===== src/hw/rtl/pmsc_pkg.sv =====
`timescale 1ns / 1ps
// ----------------------------------------------------------------------------
// PID motor speed controller package
// Shared widths, constants, configuration and control types, and the
// microprogram that sequences the datapath.
// ----------------------------------------------------------------------------
package pmsc_pkg;

  localparam int CNT_W    = 17;
  localparam int SPEED_W  = 24;
  localparam int GAIN_W   = 24;
  localparam int MUL_W    = 25;
  localparam int PROD_W   = 2 * MUL_W;
  localparam int ACC_W    = 40;
  localparam int INTEG_W  = 18;
  localparam int DUTY_W   = 18;
  localparam int LIMIT_W  = 17;
  localparam int PERIOD_W = 16;
  localparam int STEP_W   = 4;
  localparam int IDX_W    = 3;
  localparam int CFG_W    = 24;

  localparam int GAIN_SHIFT = 12;
  localparam int SPEED_MAX  = 8388607;
  localparam int SPEED_MIN  = -8388608;
  localparam int DUTY_ONE   = 65536;

  localparam logic [IDX_W-1:0] REG_SPEED_SCALE    = 3'd0;
  localparam logic [IDX_W-1:0] REG_ENC_REVERSE    = 3'd1;
  localparam logic [IDX_W-1:0] REG_GAIN_P         = 3'd2;
  localparam logic [IDX_W-1:0] REG_GAIN_I_DT      = 3'd3;
  localparam logic [IDX_W-1:0] REG_GAIN_D_RATE    = 3'd4;
  localparam logic [IDX_W-1:0] REG_INTEGRAL_LIMIT = 3'd5;
  localparam logic [IDX_W-1:0] REG_PWM_PERIOD     = 3'd6;

  localparam logic [1:0] COND_NONE     = 2'd0;
  localparam logic [1:0] COND_WAIT_IN  = 2'd1;
  localparam logic [1:0] COND_WAIT_OUT = 2'd2;

  localparam logic [2:0] MUL_NONE  = 3'd0;
  localparam logic [2:0] MUL_SPEED = 3'd1;
  localparam logic [2:0] MUL_P     = 3'd2;
  localparam logic [2:0] MUL_I     = 3'd3;
  localparam logic [2:0] MUL_D     = 3'd4;
  localparam logic [2:0] MUL_PWM   = 3'd5;

  localparam logic [3:0] OP_NOP       = 4'd0;
  localparam logic [3:0] OP_LOAD      = 4'd1;
  localparam logic [3:0] OP_SPEED     = 4'd2;
  localparam logic [3:0] OP_ERR       = 4'd3;
  localparam logic [3:0] OP_P         = 4'd4;
  localparam logic [3:0] OP_INTEG     = 4'd5;
  localparam logic [3:0] OP_NEGD_ADDI = 4'd6;
  localparam logic [3:0] OP_SUM       = 4'd7;
  localparam logic [3:0] OP_DUTY      = 4'd8;
  localparam logic [3:0] OP_EMIT      = 4'd9;

  localparam logic [STEP_W-1:0] STEP_FETCH = 4'd0;

  typedef struct packed {
    logic [SPEED_W-1:0]  speed_scale;
    logic                encoder_reverse;
    logic [GAIN_W-1:0]   gain_p;
    logic [GAIN_W-1:0]   gain_i_dt;
    logic [GAIN_W-1:0]   gain_d_rate;
    logic [LIMIT_W-1:0]  integral_limit;
    logic [PERIOD_W-1:0] pwm_period;
  } pmsc_cfg_t;

  typedef struct packed {
    logic [1:0]        cond;
    logic [2:0]        mul_sel;
    logic [3:0]        alu_op;
    logic [STEP_W-1:0] next_step;
  } pmsc_cw_t;

  typedef struct packed {
    pmsc_cw_t cw;
    logic     go;
  } pmsc_ctrl_t;

  function automatic pmsc_cw_t pmsc_ucode(input logic [STEP_W-1:0] step);
    pmsc_cw_t cw;
    cw.cond      = COND_NONE;
    cw.mul_sel   = MUL_NONE;
    cw.alu_op    = OP_NOP;
    cw.next_step = step + 4'd1;
    case (step)
      4'd0: begin
        cw.cond   = COND_WAIT_IN;
        cw.alu_op = OP_LOAD;
      end
      4'd1: cw.mul_sel = MUL_SPEED;
      4'd2: cw.alu_op = OP_SPEED;
      4'd3: cw.alu_op = OP_ERR;
      4'd4: cw.mul_sel = MUL_P;
      4'd5: begin
        cw.alu_op  = OP_P;
        cw.mul_sel = MUL_I;
      end
      4'd6: begin
        cw.alu_op  = OP_INTEG;
        cw.mul_sel = MUL_D;
      end
      4'd7: cw.alu_op = OP_NEGD_ADDI;
      4'd8: cw.alu_op = OP_SUM;
      4'd9: cw.alu_op = OP_DUTY;
      4'd10: cw.mul_sel = MUL_PWM;
      4'd11: begin
        cw.cond      = COND_WAIT_OUT;
        cw.alu_op    = OP_EMIT;
        cw.next_step = STEP_FETCH;
      end
      default: cw.next_step = STEP_FETCH;
    endcase
    return cw;
  endfunction

endpackage


===== src/hw/rtl/pmsc_sequencer.sv =====
`timescale 1ns / 1ps
// ----------------------------------------------------------------------------
// PID motor speed controller sequencer
// Step counter over the microprogram ROM, holding on a step whose wait
// condition is not yet met.
// ----------------------------------------------------------------------------
module pmsc_sequencer
  import pmsc_pkg::*;
(
  input  logic       clk,
  input  logic       rst,
  input  logic       in_valid,
  input  logic       out_free,
  output pmsc_ctrl_t ctrl
);

  logic [STEP_W-1:0] step;
  logic [STEP_W-1:0] step_next;
  pmsc_cw_t          cw;
  logic              go;

  always_comb begin
    cw = pmsc_ucode(step);
    case (cw.cond)
      COND_NONE:     go = 1'b1;
      COND_WAIT_IN:  go = in_valid;
      COND_WAIT_OUT: go = out_free;
      default:       go = 1'b1;
    endcase
    step_next = go ? cw.next_step : step;
  end

  always_ff @(posedge clk) begin
    if (rst) begin
      step <= STEP_FETCH;
    end else begin
      step <= step_next;
    end
  end

  assign ctrl.cw = cw;
  assign ctrl.go = go;

endmodule


===== src/hw/rtl/pmsc_datapath.sv =====
`timescale 1ns / 1ps
// ----------------------------------------------------------------------------
// PID motor speed controller datapath
// Working registers, one shared signed 25 by 25 multiplier, and the add,
// clamp and shift operations selected by the control word.
// ----------------------------------------------------------------------------
module pmsc_datapath
  import pmsc_pkg::*;
(
  input  logic                       clk,
  input  logic                       rst,
  input  pmsc_ctrl_t                 ctrl,
  input  pmsc_cfg_t                  cfg,
  input  logic signed [15:0]         encoder_count,
  input  logic signed [SPEED_W-1:0]  goal_speed,
  output logic signed [SPEED_W-1:0]  speed,
  output logic signed [DUTY_W-1:0]   duty,
  output logic [PERIOD_W-1:0]        compare
);

  logic signed [CNT_W-1:0]   cnt;
  logic signed [SPEED_W-1:0] goal;
  logic signed [PROD_W-1:0]  prod;
  logic signed [MUL_W-1:0]   err;
  logic signed [MUL_W-1:0]   diff;
  logic signed [ACC_W-1:0]   acc;
  logic signed [ACC_W-1:0]   dterm;
  logic signed [INTEG_W-1:0] integ;
  logic signed [INTEG_W-1:0] integral_acc;
  logic signed [SPEED_W-1:0] prev_speed;

  logic signed [CNT_W-1:0]   cnt_in;
  logic signed [MUL_W-1:0]   mul_a;
  logic signed [MUL_W-1:0]   mul_b;
  logic [DUTY_W-1:0]         mag;
  logic signed [PROD_W-1:0]  prod_neg;
  logic signed [ACC_W-1:0]   isum;
  logic signed [ACC_W-1:0]   limit_pos;
  logic signed [ACC_W-1:0]   limit_neg;

  always_comb begin
    cnt_in    = {encoder_count[15], encoder_count};
    mag       = duty[DUTY_W-1] ? -duty : duty;
    prod_neg  = -prod;
    isum      = ACC_W'(integral_acc) + ACC_W'(prod >>> GAIN_SHIFT);
    limit_pos = ACC_W'($signed({1'b0, cfg.integral_limit}));
    limit_neg = -limit_pos;
    case (ctrl.cw.mul_sel)
      MUL_SPEED: begin
        mul_a = MUL_W'(cnt);
        mul_b = {1'b0, cfg.speed_scale};
      end
      MUL_P: begin
        mul_a = err;
        mul_b = {cfg.gain_p[GAIN_W-1], cfg.gain_p};
      end
      MUL_I: begin
        mul_a = err;
        mul_b = {cfg.gain_i_dt[GAIN_W-1], cfg.gain_i_dt};
      end
      MUL_D: begin
        mul_a = diff;
        mul_b = {cfg.gain_d_rate[GAIN_W-1], cfg.gain_d_rate};
      end
      MUL_PWM: begin
        mul_a = {{(MUL_W-DUTY_W){1'b0}}, mag};
        mul_b = {{(MUL_W-PERIOD_W){1'b0}}, cfg.pwm_period};
      end
      default: begin
        mul_a = '0;
        mul_b = '0;
      end
    endcase
  end

  always_ff @(posedge clk) begin
    if (ctrl.cw.mul_sel != MUL_NONE) begin
      prod <= mul_a * mul_b;
    end
    case (ctrl.cw.alu_op)
      OP_LOAD: begin
        if (ctrl.go) begin
          cnt  <= cfg.encoder_reverse ? -cnt_in : cnt_in;
          goal <= goal_speed;
        end
      end
      OP_SPEED: begin
        if (prod > PROD_W'(SPEED_MAX)) begin
          speed <= SPEED_W'(SPEED_MAX);
        end else if (prod < PROD_W'(SPEED_MIN)) begin
          speed <= SPEED_W'(SPEED_MIN);
        end else begin
          speed <= prod[SPEED_W-1:0];
        end
      end
      OP_ERR: begin
        err  <= {goal[SPEED_W-1], goal} - {speed[SPEED_W-1], speed};
        diff <= {speed[SPEED_W-1], speed} - {prev_speed[SPEED_W-1], prev_speed};
      end
      OP_P: acc <= ACC_W'(prod >>> GAIN_SHIFT);
      OP_INTEG: begin
        if (isum > limit_pos) begin
          integ <= limit_pos[INTEG_W-1:0];
        end else if (isum < limit_neg) begin
          integ <= limit_neg[INTEG_W-1:0];
        end else begin
          integ <= isum[INTEG_W-1:0];
        end
      end
      OP_NEGD_ADDI: begin
        dterm <= ACC_W'(prod_neg >>> GAIN_SHIFT);
        acc   <= acc + ACC_W'(integ);
      end
      OP_SUM: acc <= acc + dterm;
      OP_DUTY: begin
        if (acc > ACC_W'(DUTY_ONE)) begin
          duty <= DUTY_W'(DUTY_ONE);
        end else if (acc < ACC_W'(-DUTY_ONE)) begin
          duty <= DUTY_W'(-DUTY_ONE);
        end else begin
          duty <= acc[DUTY_W-1:0];
        end
      end
      default: begin
      end
    endcase
  end

  always_ff @(posedge clk) begin
    if (rst) begin
      integral_acc <= '0;
      prev_speed   <= '0;
    end else if (ctrl.cw.alu_op == OP_DUTY) begin
      integral_acc <= integ;
      prev_speed   <= speed;
    end
  end

  assign compare = prod[2*PERIOD_W-1:PERIOD_W];

endmodule


===== src/hw/rtl/pid_motor_speed_controller_unit.sv =====
`timescale 1ns / 1ps
// ----------------------------------------------------------------------------
// PID motor speed controller
// Fixed-point PID wheel-speed loop with an anti-windup integral clamp,
// producing a direction bit and a PWM compare value per control tick.
// ----------------------------------------------------------------------------
// Each item runs through the whole microprogram from acceptance until its result
// is loaded into the output register, and a new item can be accepted in the
// cycle after that, so the block takes no new item while one is in flight, and
// the final step waits while a finished result is still stalled at the output.
// The microprogram runs five products through a single shared 25 by 25 bit
// multiplier between its add and clamp steps. The output register holds a
// finished result while the next item is being worked on; configuration
// writes are always taken and should be made while no item is in flight.
module pid_motor_speed_controller_unit
  import pmsc_pkg::*;
(
  input  logic                       clk,
  input  logic                       rst,
  input  logic                       in_valid,
  output logic                       in_stall,
  input  logic signed [15:0]         encoder_count,
  input  logic signed [SPEED_W-1:0]  goal_speed,
  output logic                       out_valid,
  input  logic                       out_stall,
  output logic                       reverse_dir,
  output logic [PERIOD_W-1:0]        pwm_compare,
  output logic signed [SPEED_W-1:0]  measured_speed,
  output logic signed [DUTY_W-1:0]   duty_cycle,
  input  logic                       cfg_valid,
  output logic                       cfg_ready,
  input  logic [IDX_W-1:0]           cfg_index,
  input  logic [CFG_W-1:0]           cfg_data
);

  pmsc_cfg_t                 cfg;
  pmsc_ctrl_t                ctrl;
  logic                      out_free;
  logic                      emit;
  logic signed [SPEED_W-1:0] speed;
  logic signed [DUTY_W-1:0]  duty;
  logic [PERIOD_W-1:0]       compare;

  assign cfg_ready = 1'b1;
  assign out_free  = !out_valid || !out_stall;
  assign in_stall  = rst || (ctrl.cw.cond != COND_WAIT_IN);
  assign emit      = ctrl.go && (ctrl.cw.alu_op == OP_EMIT);

  always_ff @(posedge clk) begin
    if (rst) begin
      cfg.speed_scale     <= 24'd4096;
      cfg.encoder_reverse <= 1'b0;
      cfg.gain_p          <= '0;
      cfg.gain_i_dt       <= '0;
      cfg.gain_d_rate     <= '0;
      cfg.integral_limit  <= 17'd65536;
      cfg.pwm_period      <= 16'd65535;
    end else if (cfg_valid && cfg_ready) begin
      case (cfg_index)
        REG_SPEED_SCALE:    cfg.speed_scale     <= cfg_data;
        REG_ENC_REVERSE:    cfg.encoder_reverse <= cfg_data[0];
        REG_GAIN_P:         cfg.gain_p          <= cfg_data;
        REG_GAIN_I_DT:      cfg.gain_i_dt       <= cfg_data;
        REG_GAIN_D_RATE:    cfg.gain_d_rate     <= cfg_data;
        REG_INTEGRAL_LIMIT: cfg.integral_limit  <= cfg_data[LIMIT_W-1:0];
        REG_PWM_PERIOD:     cfg.pwm_period      <= cfg_data[PERIOD_W-1:0];
        default: begin
        end
      endcase
    end
  end

  pmsc_sequencer u_sequencer (
    .clk      (clk),
    .rst      (rst),
    .in_valid (in_valid),
    .out_free (out_free),
    .ctrl     (ctrl)
  );

  pmsc_datapath u_datapath (
    .clk           (clk),
    .rst           (rst),
    .ctrl          (ctrl),
    .cfg           (cfg),
    .encoder_count (encoder_count),
    .goal_speed    (goal_speed),
    .speed         (speed),
    .duty          (duty),
    .compare       (compare)
  );

  always_ff @(posedge clk) begin
    if (rst) begin
      out_valid <= 1'b0;
    end else if (emit) begin
      out_valid <= 1'b1;
    end else if (!out_stall) begin
      out_valid <= 1'b0;
    end
  end

  always_ff @(posedge clk) begin
    if (emit) begin
      reverse_dir    <= duty[DUTY_W-1];
      pwm_compare    <= compare;
      measured_speed <= speed;
      duty_cycle     <= duty;
    end
  end

`ifndef SYNTHESIS
  a_one_item_in_flight: assert property (
    @(posedge clk) disable iff (rst) (in_valid && !in_stall) |=> in_stall
  ) else $error("Input taken on two consecutive cycles.");

  a_duty_in_range: assert property (
    @(posedge clk) disable iff (rst)
    out_valid |-> (duty_cycle <= 18'sd65536 && duty_cycle >= -18'sd65536)
  ) else $error("Duty cycle outside of plus or minus one.");

  a_direction_matches: assert property (
    @(posedge clk) disable iff (rst)
    out_valid |-> (reverse_dir == duty_cycle[DUTY_W-1])
  ) else $error("Direction bit disagrees with the duty sign.");
`endif

endmodule


===== config.mk =====
export PLATFORM = sky130hd
export DESIGN_NAME = pid_motor_speed_controller_unit
export DESIGN_NICKNAME = d
export VERILOG_FILES = /design/src/hw/rtl/pmsc_pkg.sv /design/src/hw/rtl/pmsc_sequencer.sv /design/src/hw/rtl/pmsc_datapath.sv /design/src/hw/rtl/pid_motor_speed_controller_unit.sv
export SDC_FILE = /design/constraint.sdc
export NUM_CORES = 2
export LEC_CHECK = 0
export CAP_MARGIN = 10
export CORE_ASPECT_RATIO = 0.9
export CORE_MARGIN = 4
export CORE_UTILIZATION = 33
export CTS_CLUSTER_DIAMETER = 30
export DETAILED_ROUTE_END_ITERATION = 10
export DONT_BUFFER_PORTS = 1
export GPL_TIMING_DRIVEN = 0
export SLEW_MARGIN = 40
export SYNTH_ARGS = -nofsm -noshare
export SYNTH_HDL_FRONTEND = slang
export SYNTH_SLANG_ARGS = --single-unit

===== constraint.sdc =====
create_clock -name clk -period 29.4 [get_ports clk]
set_clock_uncertainty 0.05 [all_clocks]
set_input_delay 0 -clock clk [delete_from_list [all_inputs] [get_ports clk]]
set_output_delay 0 -clock clk [all_outputs]
set_load 0.1 [all_outputs]

Word level (Yosys, flattened, before mapping)
Index checks and enable logic that the tools add are counted.

Register bits: 515. Input bits: 72. Output and inout port bits: 62. Word-level logic and storage cells: 115.

$add $sub $neg: 10. Multiply operators: 1. Magnitude comparators: 6. Equal/unequal tests: 35. Multiplexer cells: 16. Reductions and logical operators: 20.

Operators with widths (number): 25-bit case mux with 5 select lines (1); 40-bit case mux with 3 select lines (1); 25-bit case mux with 4 select lines (1); 18-bit 2-to-1 mux (3); 50-bit by 24-bit > comparator with 1-bit output, second input constant (1); 50-bit by 24-bit less-than comparator with 1-bit output, second input constant (1); 25-bit by 25-bit multiplier with 50-bit output (1); 50-bit negation (1); 24-bit by 24-bit subtractor with 25-bit output (2); 40-bit by 18-bit adder with 40-bit output (1); 40-bit by 38-bit adder with 40-bit output (1); 40-bit by 18-bit > comparator with 1-bit output (1); 40-bit by 18-bit > comparator with 1-bit output, second input constant (1); 40-bit by 17-bit less-than comparator with 1-bit output, second input constant (1); 40-bit less-than comparator (1); 17-bit negation with 40-bit output (1); 18-bit by 38-bit adder with 39-bit output (1); 4-bit case mux with 9 select lines (1); 17-bit 2-to-1 mux (2); 4-bit by 3-bit == test with 1-bit output, second input constant (8); 4-bit == test, second input constant (6); 24-bit 2-to-1 mux (1); 18-bit negation (1); 16-bit negation with 17-bit output (1); 23 further kinds (48).

Depth between registers and ports, before layout
Word-level depth: 6. Depth in mapped cells: 39. Gate-level depth less buffers: 35.

Hierarchy
From an unflattened synthesis, not the netlist that was laid out.

Cells, all modules: 5636. Area, all modules: 52814.4 µm².

By module, submodules not included: pmsc_datapath (instances 1, cells an instance 5025, area an instance 45299.7 µm², seq. area each 9218.8 µm²); pid_motor_speed_controller_unit (instances 1, cells an instance 546, area an instance 7003.0 µm², seq. area each 4364.2 µm²); pmsc_sequencer (instances 1, cells an instance 65, area an instance 511.7 µm², seq. area each 80.1 µm²).

Least setup slack after synthesis
OpenSTA, ideal clock, no wires.

Path kind: reg-to-reg. From: register u_sequencer.step[0]. To: register u_datapath.prod[45], data pin. Setup time: 0.266 ns. Data arrival time: 9.115 ns. Data required time: 29.084 ns. Setup slack: 19.968 ns. Cell stages (with the launch flop): 35. Buffers on the path: 3. Period minus slack after synthesis: 9.432 ns. Cells stage by stage: dfxtp_1 -> inv_1 -> ha_1 -> clkbuf_1 -> nor2_1 -> nor3_1 -> a21boi_0 -> clkbuf_1 -> clkbuf_1 -> a221o_1 -> nand2_1 -> fa_1 -> inv_1 -> fa_1 -> inv_1 -> fa_1 -> inv_1 -> fa_1 -> fa_1 -> fa_1 -> inv_1 -> fa_1 -> inv_1 -> ha_1 -> a21o_1 -> a21o_1 -> a21o_1 -> a21oi_1 -> o22a_1 -> o21ai_0 -> nor4b_1 -> a2111oi_0 -> nor4b_1 -> a21oi_1 -> xor2_1.

Cells in the longest elaborated chain, start to end: 6. Elaborated cells between the ends (all ways): 15.

Ends and longest elaborated chain: from (decl) (RTL line pmsc_sequencer.sv:17) `logic [STEP_W-1:0] step;`; from (signal assigned) (RTL line pmsc_sequencer.sv:37) `step <= step_next;`; 4-bit == test, or another cell as far along (RTL line pmsc_pkg.sv:88) `case (step)`; 3-bit case mux with 5 select lines * (RTL line pmsc_pkg.sv:88); 3-bit by 2-bit == test with 1-bit output (RTL line pmsc_datapath.sv:48) `case (ctrl.cw.mul_sel)`; 2-bit OR reduction (no source line); 25-bit case mux with 4 select lines (RTL line pmsc_datapath.sv:48); 25-bit by 25-bit multiplier with 50-bit output * (RTL line pmsc_datapath.sv:78) `prod <= mul_a * mul_b;`; to (signal assigned) (RTL line pmsc_datapath.sv:78); to (decl) (RTL line pmsc_datapath.sv:23) `logic signed [PROD_W-1:0] prod;`.

Mark *: on every way between the ends. The rest lies on a longest branch, timed or not. A chain may end at the register's enable or synchronous reset.

Worst setup path after layout
From: register u_sequencer.step[0]. To: register u_datapath.prod[49], data pin.

Same word-level chain as after synthesis.

==> impl_summary.md <==
Status
The flow ran to the end, and the final reports show no timing, DRC or antenna violations.

Power
The net switching fraction of the power is 37.44%. The static power due to leakage is 26.97 nW. VDD sags by at most 0.00007824 V. Power spread over the standard cell area amounts to 55.31 nW/um^2.

The logic gate share of total power is 30.6%. The power spent charging and discharging nets is 1.265 mW. The internal portion of the total power is 2.113 mW. The share of power burned in the clock network is 39.1%. Of the total power, registers draw 30.4%.

Cells and area
After the last flow step, the layout net total stands at 7,013. Leaving out fill and tap cells, the most frequent cell in the layout is nand2_1. The top cell types in the final layout, fill and taps aside, are nand2_1 (979), inv_1 (867), fa_1 (661). After routing the design area is 61,080 sq um. Cells with a size suffix above 1 make up 6.779% of the layout.

From synthesis to final layout, the design area changed by 19.38%.

Critical path
The kind of end point of the critical path is a flip-flop. For the worst setup path, the data arrival time is 13.45 ns. In this design, the stage delay of the slowest critical-path cell is 0.66 ns.

The worst setup path is of the reg2reg kind. Data on the critical path is required at its endpoint by 29.78 ns. The most prevalent standard cell on the critical path is inv_1. The worst setup path is launched from a flip-flop. The critical path's slowest cell is a221oi_2. Along the worst path, the maximum fanout reaches 10.

The reg-to-reg setup timing slack is 16.33 ns.

Logic synthesis
The share of synthesized registers carrying an async set or reset is 0%. In this run the cell area of the synthesized design comes to 51,170 sq um. After Yosys synthesis, and, or, nand and nor cells account for 15.52% of the synthesized area. The synthesized design contains 337 enable-type register cells. The xor and xnor area share after synthesis is 3.851%. The prevailing post-synth register cell is edfxtp_1. The number of warning messages in the yosys log is 0. The adder and majority gate portion of the synthesized area is 34.02%.

The area fraction in compound gates after synthesis is 11.58%. A synthesized cell averages 9.147 sq um. The number of nets handed over by synthesis was 6,660. In this run, synthesis produced a sequential element count of 514. Synthesis produced 5,594 cells. The number of different library cells used by synthesis comes to 89. The dominant combinational cell family by area after synthesis is adder cells.

After synthesis, the share of cell area in mux cells is 0.2029%. The share of the Yosys chip area taken by registers is 26.70%.

Routing
The final layout contains routed wiring with a total length of 186.9 mm. The detailed router finished its first iteration with 4,661 violations. The total via count after detailed routing is 42,740. After detailed routing, the number of vias per cell comes to 5.261. The average wire per cell in the routed design is 23.01 microns. After detailed routing, the number of remaining DRC violations is 0. The first detailed-routing pass ran for 8 iterations. In this run the remaining antenna-violating nets after routing total 0.

Min path
The class of the worst hold path is in2reg.

STA
The hold violation total from the final report is 0. Setup repair after global routing left no endpoint under its margin. Subtracting the final worst setup slack from the clock period gives 13.07 ns. The transition time at the pin with the least slew margin is 1.030 ns. The setup total negative slack is 0 ns. The setup-violating endpoint count in the final report is 0. Based on the critical path, the design can be clocked at up to 76.50 MHz. The worst max-slew margin expressed relative to the limit is 31.31%. The number of max-slew violations in the final report came to 0. The fraction of the cycle the final worst path needs is 44.46%.

Global route
The first-pass GRT wire length is 278.4 mm. The number of antenna violations at the first check in global routing was 10. After global routing the overflow that remains totals 0.

The total routing usage reported by global routing is 22.97%. Entering global routing, the biggest net connects 41 pins. The via count of the first global-routing pass is 42,440.

Clocking
The clock net in this run drives a total of 514 sinks. The insertion delay of the later-clocked pin in the worst-skew pair is 0.73 ns. The TritonCTS clock tree is done. After clock tree synthesis, the clock-pin slew on the worst setup and hold paths is 0.06 ns. The clock tree synthesis step divided the H-tree into 3 levels.

The cell sitting at the root of the clock tree is a clkbuf_16. The number of buffers inserted to repair setup after CTS is 0. Clock tree synthesis inserted a total of 114 buffers. The number of buffers on the longest clock path is 3.

Die
The die extent in y is 381.6 microns. The row count is 136. The floorplan die width is 423.1 microns. The initial core utilization is 33.34%. The die covers 161,400 sq um. The area inside the core boundary is 153,500 sq um. The number of top-level design ports is 134.

Place
The wire-length estimate of the detail-placed layout is 151.3 mm. The total placed instance area is 55,480 sq um. The number of buffers inserted by port buffering is 0. The final weighted congestion in routability-driven placement is 1.012.

Flow run
The count of max-cap constraint violations is 0.
[power by group through the flow]
stage,clock [mW],combinational (mW),sequential [mW]
floorplan,0,0.597,0.965
global placement,0,0.916,1.04
detailed placement,0,0.979,1.03
CTS,1.33,1.00,1.02
global route,1.37,1.11,1.03
finish,1.32,1.03,1.03
[metrics by stage]
stage / setup WS (ns) / cells / total power, mW / hold slack (ns) / util (%)
after floorplan: 19.97 / 5594 / 1.562 / 0.04887 / -
after global placement: 14.08 / 7664 / 1.956 / 0.04893 / 35.03
after detailed placement: 16.40 / 7755 / 2.012 / 0.04893 / 36.15
after CTS: 16.37 / 8111 / 3.357 / 0.01150 / 39.70
after global routing: 15.66 / 8119 / 3.506 / 0.03251 / 39.79
final: 16.33 / 8124 / 3.378 / 0.04317 / 39.80
[registers in the layout, summed over array words and instances, names as in the netlist, 25 cells and up]
register and flops:
cfg 130, u_datapath.prod 50, u_datapath.acc 40, u_datapath.dterm 38, u_datapath.diff 25, u_datapath.err 25
[synthesized netlist by cell type, types with 7 or more instances]
master	number	area, sq um
nand2_1	979	3675
inv_1	867	3254
fa_1	662	13250
nor2_1	417	1565
edfxtp_1	337	10120
ha_1	332	4154
a21oi_1	315	1577
clkbuf_1	220	825.8
dfxtp_1	177	3543
o21ai_0	148	740.7
xnor2_1	144	1261
a21o_1	111	833.3
xor2_1	81	709.4
nor3_1	79	395.4
nand3_1	61	305.3
nand2b_1	42	262.8
and3_1	40	250.2
nand4_1	36	225.2
o21a_1	36	270.3
and2_1	35	219.0
nor2b_1	32	200.2
a221oi_1	31	271.5
a31oi_1	27	168.9
nor4_1	26	162.7
nand3b_1	25	187.7
or3_1	24	150.1
a211o_1	21	183.9
a222oi_1	21	210.2
o21bai_1	21	157.7
a221o_1	20	200.2
a22oi_1	17	127.6
or2_2	16	100.1
a211oi_1	15	112.6
o211ai_1	15	112.6
o31ai_1	13	97.59
o22ai_1	9	56.30
o41ai_1	9	78.83
or4_1	8	60.06
a2111oi_0	7	61.31
a21boi_0	7	52.55
mux2i_1	7	70.07
o2111ai_1	7	61.31
[layout make-up]
class                           count  area [sq um]
Fill cell                       15200         92400
Multi-Input combinational cell   3980         33790
Sequential cell                   514         13670
Inverter                          870          3266
Clock buffer                      141          3238
Timing Repair Buffer              237          2776
Tap cell                         2070          2590
Buffer                            230         915.9
Clock inverter                     76         825.8
Antenna cell                        6         15.01
[final timing paths]
kind | from | end | depth (start not counted)
setup / recovery | u_sequencer.step[0]$_SDFFE_PP0P_ | u_datapath.prod[49]$_DFFE_PP_ | 38
setup reg to reg | u_sequencer.step[0]$_SDFFE_PP0P_ | u_datapath.prod[49]$_DFFE_PP_ | 38
hold / removal | cfg_data[21] | cfg[78]$_SDFFE_PP0P_ | 3
hold reg to reg | cfg[50]$_SDFFE_PP0P_ | cfg[50]$_SDFFE_PP0P_ | 2
[logic make-up after synthesis]
group                    count (synthesis)
AND/OR/NAND/NOR                       1841
buffers and inverters                 1100
adder cells (fa/ha/maj)                994
AO/OA/AOI/OAI                          909
flip-flops                             514
XOR/XNOR                               225
multiplexers                            10
other                                    1
[worst max-delay path, delay by kind of cell, from the launching register on]
kind	cells	cell delay [ns]
compound gates	6	2.54
xor+xnor	1	0.61
fa+ha+maj	9	4.12
buf+inv	12	2.40
flops	1	0.35
simple gates	10	2.65
[layer usage]
layer / part of all wire, % / track usage [%] / up-vias
met4: 5.2 / 10.28 / 4
met3: 9.5 / 4.876 / 335
met2: 42 / 33.82 / 2101
li1: - / - / 19060
met1: 43 / 32.39 / 21240
met5: 0.030 / 0 / -
[timing repair]
item / in CTS / in global routing
endpoints found under the hold margin: 178 / 0
gates resized for setup: 0 / 0
hold buffers: 139 / 0
Note: power is estimated with default switching activity, not from simulation.
